--- src/hw/rtl/dsel_pkg.sv ---
// Shared types and constants for the debounced switch event latch.
package dsel_pkg;

   localparam int CHANNELS_DEF     = 8;
   localparam logic [15:0] DEBOUNCE_RESET = 16'd20;

   // action codes
   localparam logic [2:0] ACT_EDGE          = 3'd0;
   localparam logic [2:0] ACT_CLEAR_PRESSED = 3'd1;
   localparam logic [2:0] ACT_CLEAR_RELEASE = 3'd2;
   localparam logic [2:0] ACT_READ          = 3'd3;
   localparam logic [2:0] ACT_REBASE        = 3'd4;

   typedef struct packed {
      logic [2:0]  action;
      logic [2:0]  channel;
      logic        pin_level;
      logic [31:0] now_tick;
      logic [15:0] encoder_count;
   } req_type;

   typedef struct packed {
      logic               pressed_flag;
      logic               released_flag;
      logic               held_flag;
      logic signed [15:0] encoder_delta;
   } rsp_type;

   // one channel entry of the state memory
   typedef struct packed {
      logic        held;
      logic        released;
      logic        pressed;
      logic [31:0] tick;
   } entry_type;

endpackage

--- src/hw/rtl/debounced_switch_event_latch.sv ---
// Top level of the debounced switch event latch.
//
// Usage:
//   req_*  : one transaction per action (edge event, clear pressed, clear
//            released, read, rebase encoder) on a valid/ready channel.
//   rsp_*  : exactly one response per request, in order: the addressed
//            channel's pressed/released/held flags after the update and the
//            signed encoder delta in detents since the last rebase.
//   csr_*  : write-only lockout length in ticks; write only while idle.
// Pipeline: an accepted request is registered into the update stage while the
//   state memory is read; the update and write-back land with the response
//   register when that stage retires, and the response is offered from there.
// Throughput: one transaction per cycle unless rsp_ready stalls. A back-to-back
//   request to the same channel takes the just-written entry from a forwarding
//   register, since the memory read and the write-back share an edge.
// Reset: flags and accept ticks read as zero through per-entry valid bits,
//   encoder reference cleared, lockout back to 20 ticks. No clearing pass.
// Stall: while rsp_ready is low with a response waiting, the update stage
//   holds and req_ready drops once that stage is occupied.
module debounced_switch_event_latch #(
   parameter int CHANNELS = dsel_pkg::CHANNELS_DEF
) (
   input  logic              clock,
   input  logic              reset,
   input  logic              req_valid,
   output logic              req_ready,
   input  dsel_pkg::req_type req_data,
   output logic              rsp_valid,
   input  logic              rsp_ready,
   output dsel_pkg::rsp_type rsp_data,
   input  logic              csr_wr_en,
   input  logic [15:0]       csr_wr_data
);
   import dsel_pkg::*;

   localparam int IDX_W = (CHANNELS > 1) ? $clog2(CHANNELS) : 1;

   // lockout register
   logic [15:0] debounce_ff, debounce_in;

   // update stage
   req_type     s2_item_ff, s2_item_in;
   logic        s2_valid_ff, s2_valid_in;
   logic        fwd_hit_ff, fwd_hit_in;
   entry_type   fwd_data_ff, fwd_data_in;
   logic [13:0] enc_ref_ff, enc_ref_in;

   // response register
   rsp_type     rsp_ff, rsp_in;
   logic        rsp_valid_ff, rsp_valid_in;

   logic             accept;
   logic             fire2;
   logic             s2_chan_ok;
   logic [IDX_W-1:0] req_idx, s2_idx;
   entry_type        mem_q, cur_entry, nxt_entry;
   logic [13:0]      s2_detents;

   assign req_idx    = IDX_W'(req_data.channel);
   assign s2_idx     = IDX_W'(s2_item_ff.channel);
   assign s2_chan_ok = {29'd0, s2_item_ff.channel} < 32'(CHANNELS);
   assign s2_detents = s2_item_ff.encoder_count[15:2];

   // update stage retires when the response register is free or draining
   assign fire2     = s2_valid_ff && (!rsp_valid_ff || rsp_ready);
   assign req_ready = !s2_valid_ff || fire2;
   assign accept    = req_valid && req_ready;

   assign cur_entry = fwd_hit_ff ? fwd_data_ff : mem_q;

   dsel_mem #(
      .CHANNELS (CHANNELS),
      .IDX_W    (IDX_W)
   ) u_mem (
      .clock   (clock),
      .reset   (reset),
      .rd_en   (accept),
      .rd_idx  (req_idx),
      .rd_data (mem_q),
      .wr_en   (fire2 && s2_chan_ok),
      .wr_idx  (s2_idx),
      .wr_data (nxt_entry)
   );

   dsel_update u_update (
      .item     (s2_item_ff),
      .cur      (cur_entry),
      .debounce (debounce_ff),
      .nxt      (nxt_entry)
   );

   always_comb begin
      debounce_in  = csr_wr_en ? csr_wr_data : debounce_ff;

      s2_item_in   = s2_item_ff;
      s2_valid_in  = s2_valid_ff;
      fwd_hit_in   = fwd_hit_ff;
      fwd_data_in  = fwd_data_ff;
      if (accept) begin
         s2_item_in  = req_data;
         s2_valid_in = 1'b1;
         // memory read this edge misses the write-back landing on the same edge
         fwd_hit_in  = fire2 && s2_chan_ok && (s2_idx == req_idx);
         fwd_data_in = nxt_entry;
      end else if (fire2) begin
         s2_valid_in = 1'b0;
      end

      enc_ref_in = enc_ref_ff;
      if (fire2 && (s2_item_ff.action == ACT_REBASE)) begin
         enc_ref_in = s2_detents;
      end

      rsp_in = rsp_ff;
      if (fire2) begin
         rsp_in.pressed_flag  = s2_chan_ok & nxt_entry.pressed;
         rsp_in.released_flag = s2_chan_ok & nxt_entry.released;
         rsp_in.held_flag     = s2_chan_ok & nxt_entry.held;
         rsp_in.encoder_delta = signed'({2'b00, s2_detents} - {2'b00, enc_ref_in});
      end

      rsp_valid_in = rsp_valid_ff;
      if (fire2) begin
         rsp_valid_in = 1'b1;
      end else if (rsp_ready) begin
         rsp_valid_in = 1'b0;
      end
   end

   always_ff @(posedge clock) begin
      if (reset) begin
         debounce_ff  <= DEBOUNCE_RESET;
         s2_valid_ff  <= 1'b0;
         fwd_hit_ff   <= 1'b0;
         enc_ref_ff   <= '0;
         rsp_valid_ff <= 1'b0;
      end else begin
         debounce_ff  <= debounce_in;
         s2_valid_ff  <= s2_valid_in;
         fwd_hit_ff   <= fwd_hit_in;
         enc_ref_ff   <= enc_ref_in;
         rsp_valid_ff <= rsp_valid_in;
      end
   end

   // payload, no reset
   always_ff @(posedge clock) begin
      s2_item_ff  <= s2_item_in;
      fwd_data_ff <= fwd_data_in;
      rsp_ff      <= rsp_in;
   end

   assign rsp_valid = rsp_valid_ff;
   assign rsp_data  = rsp_ff;

endmodule

--- src/hw/rtl/dsel_mem.sv ---
// Channel state memory: registered synchronous read, per-entry valid bits.
module dsel_mem #(
   parameter int CHANNELS = dsel_pkg::CHANNELS_DEF,
   parameter int IDX_W    = (CHANNELS > 1) ? $clog2(CHANNELS) : 1
) (
   input  logic                 clock,
   input  logic                 reset,
   input  logic                 rd_en,
   input  logic [IDX_W-1:0]     rd_idx,
   output dsel_pkg::entry_type  rd_data,
   input  logic                 wr_en,
   input  logic [IDX_W-1:0]     wr_idx,
   input  dsel_pkg::entry_type  wr_data
);
   import dsel_pkg::*;

   entry_type            mem [CHANNELS];
   entry_type            q_ff;
   logic [IDX_W-1:0]     rd_idx_ff;
   logic [CHANNELS-1:0]  valid_ff;

   always_ff @(posedge clock) begin
      if (wr_en) begin
         mem[wr_idx] <= wr_data;
      end
      if (rd_en) begin
         q_ff      <= mem[rd_idx];
         rd_idx_ff <= rd_idx;
      end
   end

   // an entry never written reads as the reset value, zero
   always_ff @(posedge clock) begin
      if (reset) begin
         valid_ff <= '0;
      end else if (wr_en) begin
         valid_ff[wr_idx] <= 1'b1;
      end
   end

   assign rd_data = valid_ff[rd_idx_ff] ? q_ff : '0;

endmodule

--- src/hw/rtl/dsel_update.sv ---
// Per-transaction entry update: lockout test, flag set and clear.
module dsel_update (
   input  dsel_pkg::req_type    item,
   input  dsel_pkg::entry_type  cur,
   input  logic [15:0]          debounce,
   output dsel_pkg::entry_type  nxt
);
   import dsel_pkg::*;

   logic [31:0] limit;
   logic        edge_ok;

   assign limit   = cur.tick + {16'd0, debounce};  // wraps at 32 bits
   assign edge_ok = limit < item.now_tick;

   always_comb begin
      nxt = cur;
      case (item.action)
         ACT_EDGE: begin
            if (edge_ok) begin
               nxt.tick = item.now_tick;
               if (!item.pin_level) begin
                  nxt.held    = 1'b1;
                  nxt.pressed = 1'b1;
               end else begin
                  nxt.held     = 1'b0;
                  nxt.released = 1'b1;
               end
            end
         end
         ACT_CLEAR_PRESSED: nxt.pressed  = 1'b0;
         ACT_CLEAR_RELEASE: nxt.released = 1'b0;
         default: nxt = cur;  // read, rebase, unused codes
      endcase
   end

endmodule
--- config.mk ---
export PLATFORM = sky130hd
export DESIGN_NAME = debounced_switch_event_latch
export DESIGN_NICKNAME = d
export VERILOG_FILES = /design/src/hw/rtl/dsel_pkg.sv /design/src/hw/rtl/debounced_switch_event_latch.sv /design/src/hw/rtl/dsel_mem.sv /design/src/hw/rtl/dsel_update.sv
export SDC_FILE = /design/constraint.sdc
export NUM_CORES = 1
export LEC_CHECK = 0
export BUFFER_PORTS_ARGS = -buffer_cell sky130_fd_sc_hd__buf_2
export CORE_MARGIN = 4
export CORE_UTILIZATION = 45
export CTS_BUF_LIST = sky130_fd_sc_hd__clkbuf_8
export CTS_CLUSTER_DIAMETER = 50
export DETAILED_ROUTE_END_ITERATION = 10
export PLACE_DENSITY = 0.73
export SETUP_SLACK_MARGIN = 0.05
export SLEW_MARGIN = 20
export SYNTH_ARGS = -nofsm -noshare
export SYNTH_HDL_FRONTEND = slang
export SYNTH_HIERARCHICAL = 1
export SYNTH_SLANG_ARGS = --single-unit
--- constraint.sdc ---
create_clock -name clock -period 6.7 [get_ports clock]
set_input_delay 1.34 -clock clock [delete_from_list [all_inputs] [get_ports clock]]
set_output_delay 1.34 -clock clock [all_outputs]
set_load 0.02 [all_outputs]
==> results by stage, run 1 <==
Routing:
- The routed design has 43150 um of wire.
- The remaining routing DRC violations is 0.
- Summing over every cut layer, the via total after detailed routing is 11390.
- The count of antenna-violating nets left after detailed routing is 0.
- The per-cell via count in the routed design is 5.480.
- After detailed routing, the average wire length per cell comes to 20.75 um.
- The DRC marker count from the first detailed-route iteration is 737.
- The first detailed-routing pass took 5 iterations.

Global routing:
- Entering global routing, the biggest net connects 79 pins.
- The overflow left after global routing is 0.
- The global-route usage over all layers is 17.23%.
- The first global-routing pass estimated 66700 um of wire.
- The number of global-route vias before repair is 11880.
- The initial antenna violation count is 0.

Timing:
- On the final layout, the worst hold slack is 0.4690 ns.
- The final cycle utilization of the critical path is 94.71%.
- The clock period could shrink to 6.345 ns.
- The count of pins over their slew limit was 0.
- The final number of setup-violating endpoints is 0.
- Between clock sinks in the finished design, the worst skew comes to 0.02129 ns.
- The number of hold violations in the final report is 0.
- Setup repair after global routing left no endpoint under its margin.
- In this run the tightest slew margin relative to its limit is 43.59%.
- Based on the critical path, the design can be clocked at up to 0.1576 GHz.
- The worst path setup slack after routing is 0.3547 ns.
- The pin slew with the least headroom to its limit is 0.8462 ns.
- After routing, the total negative slack on setup checks comes to 0 ns.

Clock tree:
- The clock tree from TritonCTS is built.
- The post-CTS clock slew at the launch and capture registers of the worst setup and hold paths is 0.06 ns.
- The number of hold buffers added after CTS was 0.
- The clock drives 465 sinks.
- The H-tree generated during clock tree synthesis spans 3 levels.
- After clock tree synthesis, the setup repair step added 0 buffers.
- The number of clock buffers inserted by TritonCTS is 77.
- For the worst-skew pair, the clock arrives at the later sink with an insertion delay of 0.63 ns.
- The cell at the root of the clock tree is sky130_fd_sc_hd__clkbuf_8.
- Gates resized during post-CTS repair numbered 0.
- No sink is reached through more buffers than the 3 on the longest clock path.

Setup path:
- Of all nets on the critical path, the largest fanout is 26.
- The critical path goes through mux2i_1 > a22o_1 > buf_4 > nor3_1 > mux2_2 > ha_1 > inv_1 > fa_1 > nor2b_1 > o2111a_1 > o211ai_1 > a31oi_1 > o21ai_0 > xnor2_1 > ha_1 > and4_2 > a221o_1 > a211o_1 > a41oi_4 > buf_12 > mux2_2.
- For the worst setup path, the data required time is 7.05 ns.
- The worst path arrival time is 6.69 ns.
- The sort of element at the start of the critical path is a register.
- The worst setup path is captured at a register.
- The master of the slowest instance on the critical path is sky130_fd_sc_hd__a31oi_1.
- The count of buffering cells on the critical path with inverters included is 3.
- The largest incremental delay on the critical path is 0.58 ns.
- The critical path in this run is classified as register to register.
- The cell family contributing the most delay on the critical path is compound AO/OA/AOI/OAI gates.

Floorplan:
- The number of top-level design ports is 97.
- The die covers 0.04967 mm^2.
- From left edge to right edge, the die measures 222.9 um.
- The floorplan step set the die height to 222.9 um.
- The core region area is 0.04548 mm^2.
- The initial utilization of the core area, before any placement, comes to 45.69%.
- The floorplan has 78 rows.

Final layout:
- The count of fill cells added during filler insertion is 3708.
- For this run, the share of the core covered by cells in the final layout is 51.64%.
- The post-synthesis to final-layout area growth is 13.03%.
- The number of nets in the layout is 1549.
- Cells with a size suffix above 1 make up 24.75% of the layout.
- Summing all multi-input logic gate instances after layout gives 0.006620 mm^2.
- Across the whole layout, storage elements account for 0.01355 mm^2.
- 0 antenna diodes ended up in the layout.

Power and ir drop:
- The share of total power consumed by net switching is 23.60%.
- The clock share of power is 37.7%.
- The worst-case IR drop observed on VDD is 192.5 uV.
- The leakage power figure is 0.008983 uW.
- Dividing total power by cell area gives a power density of 266.8 mW/mm^2.
- The internal portion of the total power is 4786 uW.
- The switching power is 1478 uW.
- Power comes to 6264 uW.
- The share of power burned in combinational logic is 8.9%.
- The sequential power share is 53.4%.

Yosys:
- A synthesized cell averages 16.49 um^2.
- The mapped cell area is 0.02078 mm^2.
- The Yosys warning count is 6.
- The cell count after synthesis came out at 1260.
- When the netlist entered floorplanning its net count stood at 1392.

Placed design:
- Timing analysis after detailed placement gives a worst setup slack of 0.5432 ns.
- The count of input and output buffers is 94.
- The congestion estimate from routability-driven global placement came to 0.8077.
- The post-DP HPWL is 25720 um.

Hold path:
- The path category of the worst min-delay check is register to register.

Flow run:
- The number of max-cap violations is 0.

Run status:
- The run finished with clean final reports.
[power groups by stage]
stage	clock (uW)	sequential (uW)	combinational, uW
after detailed placement	0	3410	554
after CTS	2430	3350	558
after floorplan	0	3400	391
final	2360	3350	556
after global routing	2570	3360	611
after global placement	0	3400	533
[registers in the layout, indices dropped and copies added, names as in the netlist]
signal,count
s2_item_ff,36
u_mem/rd_idx_ff,3
s2_detents,14
s2_idx,3
debounce_ff,16
u_mem/valid_ff,8
enc_ref_ff,14
s2_valid_ff,1
fwd_hit_ff,1
fwd_data_ff,35
u_mem/q_ff,35
rsp_data,18
u_mem/mem,280
rsp_valid,1
[cells in the final DEF (no fill, tap or decap), types with 4 or more instances in the layout]
| cell | instances |
|---|---|
| sky130_fd_sc_hd__a211o_1 | 4 |
| sky130_fd_sc_hd__a21o_1 | 18 |
| sky130_fd_sc_hd__a21oi_1 | 37 |
| sky130_fd_sc_hd__a31oi_1 | 5 |
| sky130_fd_sc_hd__and2_1 | 4 |
| sky130_fd_sc_hd__and3_1 | 6 |
| sky130_fd_sc_hd__buf_2 | 93 |
| sky130_fd_sc_hd__buf_4 | 32 |
| sky130_fd_sc_hd__clkbuf_8 | 84 |
| sky130_fd_sc_hd__clkinv_1 | 10 |
| sky130_fd_sc_hd__clkinv_2 | 9 |
| sky130_fd_sc_hd__dfxtp_1 | 40 |
| sky130_fd_sc_hd__edfxtp_1 | 424 |
| sky130_fd_sc_hd__ha_1 | 54 |
| sky130_fd_sc_hd__inv_1 | 115 |
| sky130_fd_sc_hd__inv_6 | 6 |
| sky130_fd_sc_hd__maj3_1 | 4 |
| sky130_fd_sc_hd__mux2_2 | 77 |
| sky130_fd_sc_hd__mux2_4 | 25 |
| sky130_fd_sc_hd__mux2i_1 | 25 |
| sky130_fd_sc_hd__mux4_1 | 70 |
| sky130_fd_sc_hd__nand2_1 | 43 |
| sky130_fd_sc_hd__nand2b_1 | 9 |
| sky130_fd_sc_hd__nand3_1 | 10 |
| sky130_fd_sc_hd__nand4_1 | 8 |
| sky130_fd_sc_hd__nor2_1 | 69 |
| sky130_fd_sc_hd__nor2b_1 | 16 |
| sky130_fd_sc_hd__nor3_1 | 39 |
| sky130_fd_sc_hd__o211ai_1 | 8 |
| sky130_fd_sc_hd__o21ai_0 | 11 |
| sky130_fd_sc_hd__xnor2_1 | 27 |
| sky130_fd_sc_hd__xor2_1 | 16 |
[metal layers]
metal	GRT usage, %	wire length (um)	up-vias	part of all wire [%]
met5	0	0	-	0
met4	5.210	1105	0	2.6
met3	3.579	2404	73	5.6
met2	28.90	21260	321	49
met1	22.88	18380	5752	43
li1	-	-	5246	-
[metrics by stage]
step	cells	instance area, um^2
4_1_cts	2079	23480
3_5_place_dp	1938	22010
3_3_place_gp	1937	22000
6_report	2079	23480
5_1_grt	2079	23480
2_1_floorplan	1260	20780
[final timing paths]
check	start	end	slack, ns	cells past startpoint
worst max register to register	u_mem/rd_idx_ff[0]	u_mem/mem[6][3]	0.35	21
worst max-delay path	u_mem/rd_idx_ff[0]	u_mem/mem[6][3]	0.35	21
worst min register to register	enc_ref_ff[8]	enc_ref_ff[8]	0.47	2
worst min-delay path	enc_ref_ff[8]	enc_ref_ff[8]	0.47	2
[worst reg2reg max path: stages, from the launching register on]
cell and delay, ns:
sky130_fd_sc_hd__edfxtp_1 0.48, sky130_fd_sc_hd__mux2i_1 0.16, sky130_fd_sc_hd__a22o_1 0.32, sky130_fd_sc_hd__buf_4 0.22, sky130_fd_sc_hd__nor3_1 0.15, sky130_fd_sc_hd__mux2_2 0.19, sky130_fd_sc_hd__ha_1 0.17, sky130_fd_sc_hd__inv_1 0.06
sky130_fd_sc_hd__fa_1 0.40, sky130_fd_sc_hd__nor2b_1 0.19, sky130_fd_sc_hd__o2111a_1 0.28, sky130_fd_sc_hd__o211ai_1 0.20, sky130_fd_sc_hd__a31oi_1 0.58, sky130_fd_sc_hd__o21ai_0 0.24, sky130_fd_sc_hd__xnor2_1 0.22, sky130_fd_sc_hd__ha_1 0.25
sky130_fd_sc_hd__and4_2 0.26, sky130_fd_sc_hd__a221o_1 0.36, sky130_fd_sc_hd__a211o_1 0.35, sky130_fd_sc_hd__a41oi_4 0.24, sky130_fd_sc_hd__buf_12 0.27, sky130_fd_sc_hd__mux2_2 0.49
[area by class of cell]
cell class | instances | area share (%)
Clock buffer | 84 | 4.923
Clock inverter | 57 | 1.353
Inverter | 89 | 1.444
Multi-Input combinational cell | 657 | 28.19
Sequential cell | 465 | 57.72
Tap cell | 600 | 3.197
Timing Repair Buffer | 127 | 3.175
(Power assumes the default switching activity.)
==> run 2, diff against run 1 <==
--- a/config.mk
+++ b/config.mk
@@ -7,11 +7,11 @@
 export LEC_CHECK = 0
 export BUFFER_PORTS_ARGS = -buffer_cell sky130_fd_sc_hd__buf_2
 export CORE_MARGIN = 4
-export CORE_UTILIZATION = 45
+export CORE_UTILIZATION = 26
 export CTS_BUF_LIST = sky130_fd_sc_hd__clkbuf_8
 export CTS_CLUSTER_DIAMETER = 50
 export DETAILED_ROUTE_END_ITERATION = 10
-export PLACE_DENSITY = 0.73
+export PLACE_DENSITY = 0.51
 export SETUP_SLACK_MARGIN = 0.05
 export SLEW_MARGIN = 20
 export SYNTH_ARGS = -nofsm -noshare
==> results by stage, run 2 (same netlist as run 1, synthesis figures left out) <==
Run status:
- Run status: complete, no violations (unchanged).

Timing:
- The highest clock rate is 0.1602 GHz (was 0.1576 GHz).
- The pin slew with the least headroom to its limit is 0.9845 ns (was 0.8462 ns).
- RSZ-0062 raised after global routing: false (unchanged).
- The final number of setup-violating endpoints was 0 (unchanged).
- The count of pins over their slew limit is 0 (unchanged).
- The final setup TNS is 0 ns (unchanged).
- The minimum clock period was 6.241 ns (was 6.345 ns).
- The number of hold violations in the final report is 0 (unchanged).
- The headroom to the max-slew limit was 34.37% (was 43.59%).
- The final cycle utilization of the critical path came to 93.16% (was 94.71%).
- The worst-case hold slack came to 0.4732 ns (was 0.4690 ns).
- The clock skew after layout is 0.02636 ns (was 0.02129 ns).

Final layout:
- The register name with the most flops is u_mem/mem (unchanged).
- The number of nets in the layout was 1554 (was 1549).
- Commonest non-fill, non-tap cells in the layout: sky130_fd_sc_hd__edfxtp_1, sky130_fd_sc_hd__inv_1, sky130_fd_sc_hd__clkbuf_8, sky130_fd_sc_hd__buf_2, sky130_fd_sc_hd__mux2_2 (was sky130_fd_sc_hd__edfxtp_1, sky130_fd_sc_hd__inv_1, sky130_fd_sc_hd__buf_2).
- Largest registers: u_mem/mem (280), s2_item_ff (36) (unchanged).
- The post-synthesis to final-layout area growth came to 16.15% (was 13.03%).
- The layout cell share with drive strength beyond 1 is 24.77% (was 24.75%).
- The number of flip-flops under the largest register name was 280 (unchanged).
- The leading cell type in the layout, fill and taps excluded was sky130_fd_sc_hd__edfxtp_1 (unchanged).
- The core utilization of the finished layout was 30.50% (was 51.64%).
- The final standard cell count with taps included and fillers excluded is 2544 (was 2079).

Power and ir drop:
- The total power is 6382 uW (was 6264 uW).
- The cell-internal power was 4853 uW (was 4786 uW).
- The power per standard cell area is 264.4 mW/mm^2 (was 266.8 mW/mm^2).
- The share of total power consumed by net switching is 23.95% (was 23.60%).
- The share of power burned in combinational logic is 8.7% (was 8.9%).
- The maximum ir drop on the vdd rail was 107.2 uV (was 192.5 uV).
- The clock share of power is 38.8% (was 37.7%).
- The switching power is 1528 uW (was 1478 uW).
- The sequential power share was 52.5% (was 53.4%).
- The leakage power figure is 0.009029 uW (was 0.008983 uW).

Clock tree:
- The H-tree depth was 3 (unchanged).
- The post-CTS clock slew at the launch and capture registers of the worst setup and hold paths is 0.06 ns (about the same).
- The number of clock buffers inserted by TritonCTS is 83 (was 77).
- The number of cells upsized or downsized after cts is 0 (unchanged).
- The quantity of hold-fixing buffers added after cts is 0 (unchanged).
- The number of setup buffers added after CTS was 0 (unchanged).
- The insertion delay to the later sink of the worst-skew pair is 0.65 ns (was 0.63 ns).
- The clock tree from TritonCTS is built (unchanged).
- The cell at the root of the clock tree is sky130_fd_sc_hd__clkbuf_8 (unchanged).
- The TritonCTS sink count is 465 (unchanged).
- The deepest clock path buffer count is 3 (unchanged).

Placed design:
- The count of input and output buffers is 94 (unchanged).
- The number of instances in the placed design was 2387 (was 1938).
- The weighted congestion at the end of routability-driven global placement is 0.7873 (was 0.8077).
- The post-DP HPWL is 28330 um (was 25720 um).

Setup path:
- The worst path arrival time came to 6.60 ns (was 6.69 ns).
- Series of cell instances along the critical path: mux2_2 > o22ai_2 > buf_4 > nor3_1 > mux2_2 > ha_1 > a21o_1 > a31o_2 > a221oi_1 > a31oi_1 > o21ai_0 > xnor2_1 > ha_1 > and4_2 > a221o_1 > a211o_1 > a41oi_4 > buf_12 > mux2_2 (was mux2i_1 > a22o_1 > buf_4 > nor3_1 > mux2_2 > ha_1 > inv_1 > fa_1 > nor2b_1 > o2111a_1 > o211ai_1 > a31oi_1 > o21ai_0 > xnor2_1 > ha_1 > and4_2 > a221o_1 > a211o_1 > a41oi_4 > buf_12 > mux2_2).
- The nature of the critical path endpoint is a register (unchanged).
- By instance count, the cell type seen most on the critical path is sky130_fd_sc_hd__mux2_2.
- The sort of element at the start of the critical path was a register (unchanged).
- The critical path start-end classification was register to register (unchanged).
- The worst path required time is 7.05 ns (about the same).
- The cell depth of the worst flop-to-flop path is 19 (was 21).
- The count of buffering cells on the critical path with inverters included came to 2 (was 3).
- The critical path depth in cells was 19 (was 21).
- The largest fanout on the critical path is 28 (was 26).
- The cell family contributing the most delay on the critical path is compound AO/OA/AOI/OAI gates (unchanged).
- The largest incremental delay on the critical path is 0.46 ns (was 0.58 ns).
- The master of the slowest instance on the critical path is sky130_fd_sc_hd__a221oi_1 (was sky130_fd_sc_hd__a31oi_1).

Hold path:
- The path category of the worst min-delay check is register to register (unchanged).
- The hold-critical path depth is 2 (unchanged).

Routing:
- The wire length per cell after detailed routing is 18.74 um (was 20.75 um).
- The remaining routing DRC violations is 0 (unchanged).
- The via count is 11240 (was 11390).
- The count of antenna-violating nets left after detailed routing is 0 (unchanged).
- The routed wire length came to 47680 um (was 43150 um).
- The number of optimization iterations in the first detailed-route pass is 5 (unchanged).
- The per-cell via count in the routed design is 4.419 (was 5.480).
- The DRC marker count from the first detailed-route iteration is 534 (was 737).

Floorplan:
- The overall die height was 290.7 um (was 222.9 um).
- The die boundary width is 290.7 um (was 222.9 um).
- The number of standard-cell rows in the floorplan came to 103 (was 78).
- The number of top-level design ports is 97 (unchanged).
- The core region area is 0.07913 mm^2 (was 0.04548 mm^2).
- The die footprint was 0.08450 mm^2 (was 0.04967 mm^2).
- The starting utilization of the core area is 26.26% (was 45.69%).

Global routing:
- The global-route usage over all layers was 11.10% (was 17.23%).
- The overflow left after global routing is 0 (unchanged).
- The global-route wire length before repair is 72210 um (was 66700 um).
- The number of global-route vias before repair is 11960 (was 11880).
- The pin count of the biggest net entering global routing was 88 (was 79).
- The initial antenna violation count came to 4 (was 0).

Flow run:
- The number of max-cap violations is 0 (unchanged).
==> run 2: per-layer routing <==
metal  part of all wire [%]  vias up  track usage, %
li1                       -     5263               -
met1                     45     5665           14.29
met2                     47      222           18.25
met3                    5.1       89           3.103
met4                    2.2        2           3.342
met5                  0.042        -               0
==> run 2: layout make-up <==
type	count	area [um^2]
inverters	89	339.1
fillers	7911	55000
flip-flops and latches	465	13550
diodes	4	10.01
repair buffers	126	725.7
multi-input cells	657	6621
clock buffers	93	1280
clock inverters	60	289.0
well taps	1050	1314
==> run 2: power groups by stage <==
stage	sequential, uW	clock, uW	combinational (uW)
2_1_floorplan	3400	0	391
3_3_place_gp	3410	0	552
3_5_place_dp	3410	0	561
4_1_cts	3350	2580	566
5_1_grt	3360	2720	618
6_report	3350	2470	556
==> run 2: worst paths after layout <==
path	startpoint	endpoint	slack, ns
hold reg to reg	u_mem/valid_ff[4]	u_mem/valid_ff[4]	0.47
setup reg to reg	u_mem/rd_idx_ff[0]	u_mem/mem[1][0]	0.46
setup / recovery	u_mem/rd_idx_ff[0]	u_mem/mem[1][0]	0.46
hold / removal	u_mem/valid_ff[4]	u_mem/valid_ff[4]	0.47
==> run 2: worst register-to-register path: stages (launching register included) <==
cell and delay [ns]:
sky130_fd_sc_hd__edfxtp_1 0.44, sky130_fd_sc_hd__mux2_2 0.37, sky130_fd_sc_hd__o22ai_2 0.17, sky130_fd_sc_hd__buf_4 0.30
sky130_fd_sc_hd__nor3_1 0.09, sky130_fd_sc_hd__mux2_2 0.29, sky130_fd_sc_hd__ha_1 0.40, sky130_fd_sc_hd__a21o_1 0.23
sky130_fd_sc_hd__a31o_2 0.21, sky130_fd_sc_hd__a221oi_1 0.46, sky130_fd_sc_hd__a31oi_1 0.32, sky130_fd_sc_hd__o21ai_0 0.34
sky130_fd_sc_hd__xnor2_1 0.16, sky130_fd_sc_hd__ha_1 0.24, sky130_fd_sc_hd__and4_2 0.25, sky130_fd_sc_hd__a221o_1 0.34
sky130_fd_sc_hd__a211o_1 0.34, sky130_fd_sc_hd__a41oi_4 0.22, sky130_fd_sc_hd__buf_12 0.28, sky130_fd_sc_hd__mux2_2 0.49
==> run 2: metrics by stage <==
step / worst slack, ns / cell area (um^2)
after floorplan: 0.3192 / 20780
after global placement: 0.5402 / 22550
after detailed placement: 0.4177 / 22550
after CTS: 0.3972 / 24120
after global routing: 0.1380 / 24120
final: 0.4585 / 24130
==> run 3, diff against run 2 <==
--- a/config.mk
+++ b/config.mk
@@ -6,7 +6,6 @@
 export NUM_CORES = 1
 export LEC_CHECK = 0
 export BUFFER_PORTS_ARGS = -buffer_cell sky130_fd_sc_hd__buf_2
-export CORE_MARGIN = 4
 export CORE_UTILIZATION = 26
 export CTS_BUF_LIST = sky130_fd_sc_hd__clkbuf_8
 export CTS_CLUSTER_DIAMETER = 50
==> results by stage, run 3 (same netlist as run 1, synthesis figures left out) <==
Clock tree:
- The deepest clock path buffer count is 3 (unchanged).
- The TritonCTS sink count is 465 (unchanged).
- The cell at the root of the clock tree is sky130_fd_sc_hd__clkbuf_8 (unchanged).
- The post-CTS clock slew at the launch and capture registers of the worst setup and hold paths came to 0.06 ns (about the same).
- The number of cells upsized or downsized after cts came to 0 (unchanged).
- The number of setup buffers added after CTS came to 0 (unchanged).
- The quantity of hold-fixing buffers added after cts is 0 (unchanged).
- The number of clock buffers inserted by TritonCTS is 84 (was 83).
- The insertion delay to the later sink of the worst-skew pair came to 0.67 ns (was 0.65 ns).
- The clock tree from TritonCTS was built (unchanged).
- The H-tree depth is 3 (unchanged).

Placed design:
- The weighted congestion at the end of routability-driven global placement is 0.7667 (was 0.7873).
- The count of input and output buffers is 94 (unchanged).
- The post-DP HPWL is 28130 um (was 28330 um).
- The number of instances in the placed design is 2386 (was 2387).
- The cell area after placement is 0.02255 mm^2 (unchanged).

Timing:
- The number of hold violations in the final report is 0 (unchanged).
- The final number of setup-violating endpoints is 0 (unchanged).
- The minimum clock period is 6.218 ns (was 6.241 ns).
- The final cycle utilization of the critical path is 92.81% (was 93.16%).
- The count of pins over their slew limit was 0 (unchanged).
- The pin slew with the least headroom to its limit is 1.093 ns (was 0.9845 ns).
- The headroom to the max-slew limit is 26.97% (was 34.37%).
- The worst-case hold slack is 0.4680 ns (was 0.4732 ns).
- RSZ-0062 raised after global routing: false (unchanged).
- The final setup TNS was 0 ns (unchanged).
- The clock skew after layout is 0.03220 ns (was 0.02636 ns).
- The highest clock rate is 0.1608 GHz (was 0.1602 GHz).

Final layout:
- The count of fill cells added during filler insertion is 7816 (was 7911).
- The post-synthesis to final-layout area growth is 16.60% (was 16.15%).
- The core utilization of the finished layout is 30.67% (was 30.50%).
- The number of nets in the layout is 1554 (unchanged).
- The leading cell type in the layout, fill and taps excluded is sky130_fd_sc_hd__edfxtp_1 (unchanged).
- The cell area after layout is 0.02423 mm^2 (was 0.02413 mm^2).
- The area taken by flip-flops and latches was 0.01355 mm^2 (unchanged).
- Commonest non-fill, non-tap cells in the layout: sky130_fd_sc_hd__edfxtp_1, sky130_fd_sc_hd__inv_1, sky130_fd_sc_hd__buf_2 (was sky130_fd_sc_hd__edfxtp_1, sky130_fd_sc_hd__inv_1, sky130_fd_sc_hd__clkbuf_8, sky130_fd_sc_hd__buf_2, sky130_fd_sc_hd__mux2_2).
- Largest registers: u_mem/mem (280), s2_item_ff (36) (unchanged).
- The final standard cell count with taps included and fillers excluded is 2540 (was 2544).
- The layout cell share with drive strength beyond 1 is 25.42% (was 24.77%).
- The number of flip-flops under the largest register name is 280 (unchanged).
- The register name with the most flops was u_mem/mem (unchanged).
- The combined area of the multi-input logic cells is 0.006628 mm^2 (was 0.006621 mm^2).

Setup path:
- The setup slack of the worst register-to-register path was 0.48 ns (was 0.46 ns).
- The largest fanout on the critical path is 14 (was 28).
- The endpoint of the lowest-slack register-to-register path was u_mem/mem[3][31] (was u_mem/mem[1][0]).
- The reg-to-reg startpoint is u_mem/rd_idx_ff[0] (unchanged).
- The nature of the critical path endpoint is a register (unchanged).
- The worst path required time is 7.07 ns (was 7.05 ns).
- The worst path arrival time is 6.59 ns (was 6.60 ns).
- The critical path start-end classification is register to register (unchanged).
- The sort of element at the start of the critical path is a register (unchanged).
- The cell depth of the worst flop-to-flop path is 18 (was 19).

Floorplan:
- The number of standard-cell rows in the floorplan is 103 (unchanged).
- The die footprint is 0.08105 mm^2 (was 0.08450 mm^2).
- The overall die height is 284.7 um (was 290.7 um).
- The starting utilization of the core area is 26.30% (was 26.26%).
- The number of top-level design ports came to 97 (unchanged).
- The core region area is 0.07900 mm^2 (was 0.07913 mm^2).
- The die boundary width is 284.7 um (was 290.7 um).

Global routing:
- The initial antenna violation count is 9 (was 4).
- The global-route wire length before repair is 72180 um (was 72210 um).
- The overflow left after global routing is 0 (unchanged).
- The pin count of the biggest net entering global routing is 81 (was 88).
- The number of global-route vias before repair came to 11940 (was 11960).
- The global-route usage over all layers is 11.84% (was 11.10%).

Hold path:
- The hold-critical path depth is 2 (unchanged).
- The destination of the worst hold path is u_mem/valid_ff[3] (was u_mem/valid_ff[4]).
- The hold path startpoint is u_mem/valid_ff[3] (was u_mem/valid_ff[4]).
- The path category of the worst min-delay check is register to register (unchanged).

Power and ir drop:
- The leakage power figure is 0.009050 uW (was 0.009029 uW).
- The power per standard cell area is 270.6 mW/mm^2 (was 264.4 mW/mm^2).
- The maximum ir drop on the vdd rail was 141.9 uV (was 107.2 uV).

Routing:
- The count of antenna-violating nets left after detailed routing is 0 (unchanged).
- The wire length per cell after detailed routing is 18.86 um (was 18.74 um).
- The number of optimization iterations in the first detailed-route pass was 4 (was 5).
- The per-cell via count in the routed design is 4.455 (was 4.419).
- The remaining routing DRC violations is 0 (unchanged).
- The via count is 11320 (was 11240).
- The DRC marker count from the first detailed-route iteration is 512 (was 534).
- The routed wire length is 47900 um (was 47680 um).

Run status:
- Run status: complete, no violations (unchanged).

Flow run:
- The number of max-cap violations is 0 (unchanged).
## run 3: final cells by class
cell class              instances  share of cell area, %
diodes                          3                0.03099
clock buffers                  91                  5.170
clock inverters                60                  1.704
inverters                      89                  1.400
multi-input cells             657                  27.36
flip-flops and latches        465                  55.95
well taps                    1050                  5.423
repair buffers                125                  2.965
## run 3: how the worst max path moves through the flow
stage                       start                to  cells after the start
4_1_cts        u_mem/rd_idx_ff[0]  u_mem/mem[1][31]                     20
6_report       u_mem/rd_idx_ff[0]  u_mem/mem[3][31]                     18
3_5_place_dp   u_mem/rd_idx_ff[0]  u_mem/mem[0][31]                     18
2_1_floorplan           rsp_ready   u_mem/mem[0][0]                      3
5_1_grt        u_mem/rd_idx_ff[0]  u_mem/mem[1][31]                     20
3_3_place_gp   u_mem/rd_idx_ff[0]  u_mem/mem[6][31]                     18
## run 3: through the flow
stage	setup slack, ns	total power (uW)
after floorplan	0.3192	3794
after global placement	0.5211	3961
after detailed placement	0.5337	3974
after CTS	0.4716	6661
after global routing	0.09586	6845
final	0.4819	6555
## run 3: critical path, cell delays in order, from the launching register on
cell	delay (ns)
sky130_fd_sc_hd__edfxtp_1	0.45
sky130_fd_sc_hd__mux2i_1	0.23
sky130_fd_sc_hd__a22o_1	0.72
sky130_fd_sc_hd__nor3_1	0.08
sky130_fd_sc_hd__mux2_2	0.31
sky130_fd_sc_hd__ha_1	0.39
sky130_fd_sc_hd__a21o_1	0.23
sky130_fd_sc_hd__a31o_2	0.21
sky130_fd_sc_hd__a221oi_1	0.42
sky130_fd_sc_hd__a31oi_1	0.31
sky130_fd_sc_hd__o21ai_0	0.28
sky130_fd_sc_hd__xnor2_1	0.15
sky130_fd_sc_hd__ha_1	0.24
sky130_fd_sc_hd__and4_2	0.25
sky130_fd_sc_hd__a221o_1	0.34
sky130_fd_sc_hd__a211o_1	0.34
sky130_fd_sc_hd__a41oi_4	0.24
sky130_fd_sc_hd__buf_4	0.27
sky130_fd_sc_hd__mux2_2	0.45
## run 3: power breakdown
part	internal, uW	switching (uW)
Clock	1450	1190
Combinational	233	324
Sequential	3310	44.9
## run 3: metal layers
layer / share of wire [%] / vias up / wire (um) / global-route usage (%)
met3: 5.2 / 98 / 2510 / 3.226
li1: - / 5267 / - / -
met1: 45 / 5695 / 21730 / 15.38
met4: 2.0 / 14 / 951 / 3.495
met5: 0.18 / - / 85 / 0
met2: 47 / 242 / 22630 / 19.19
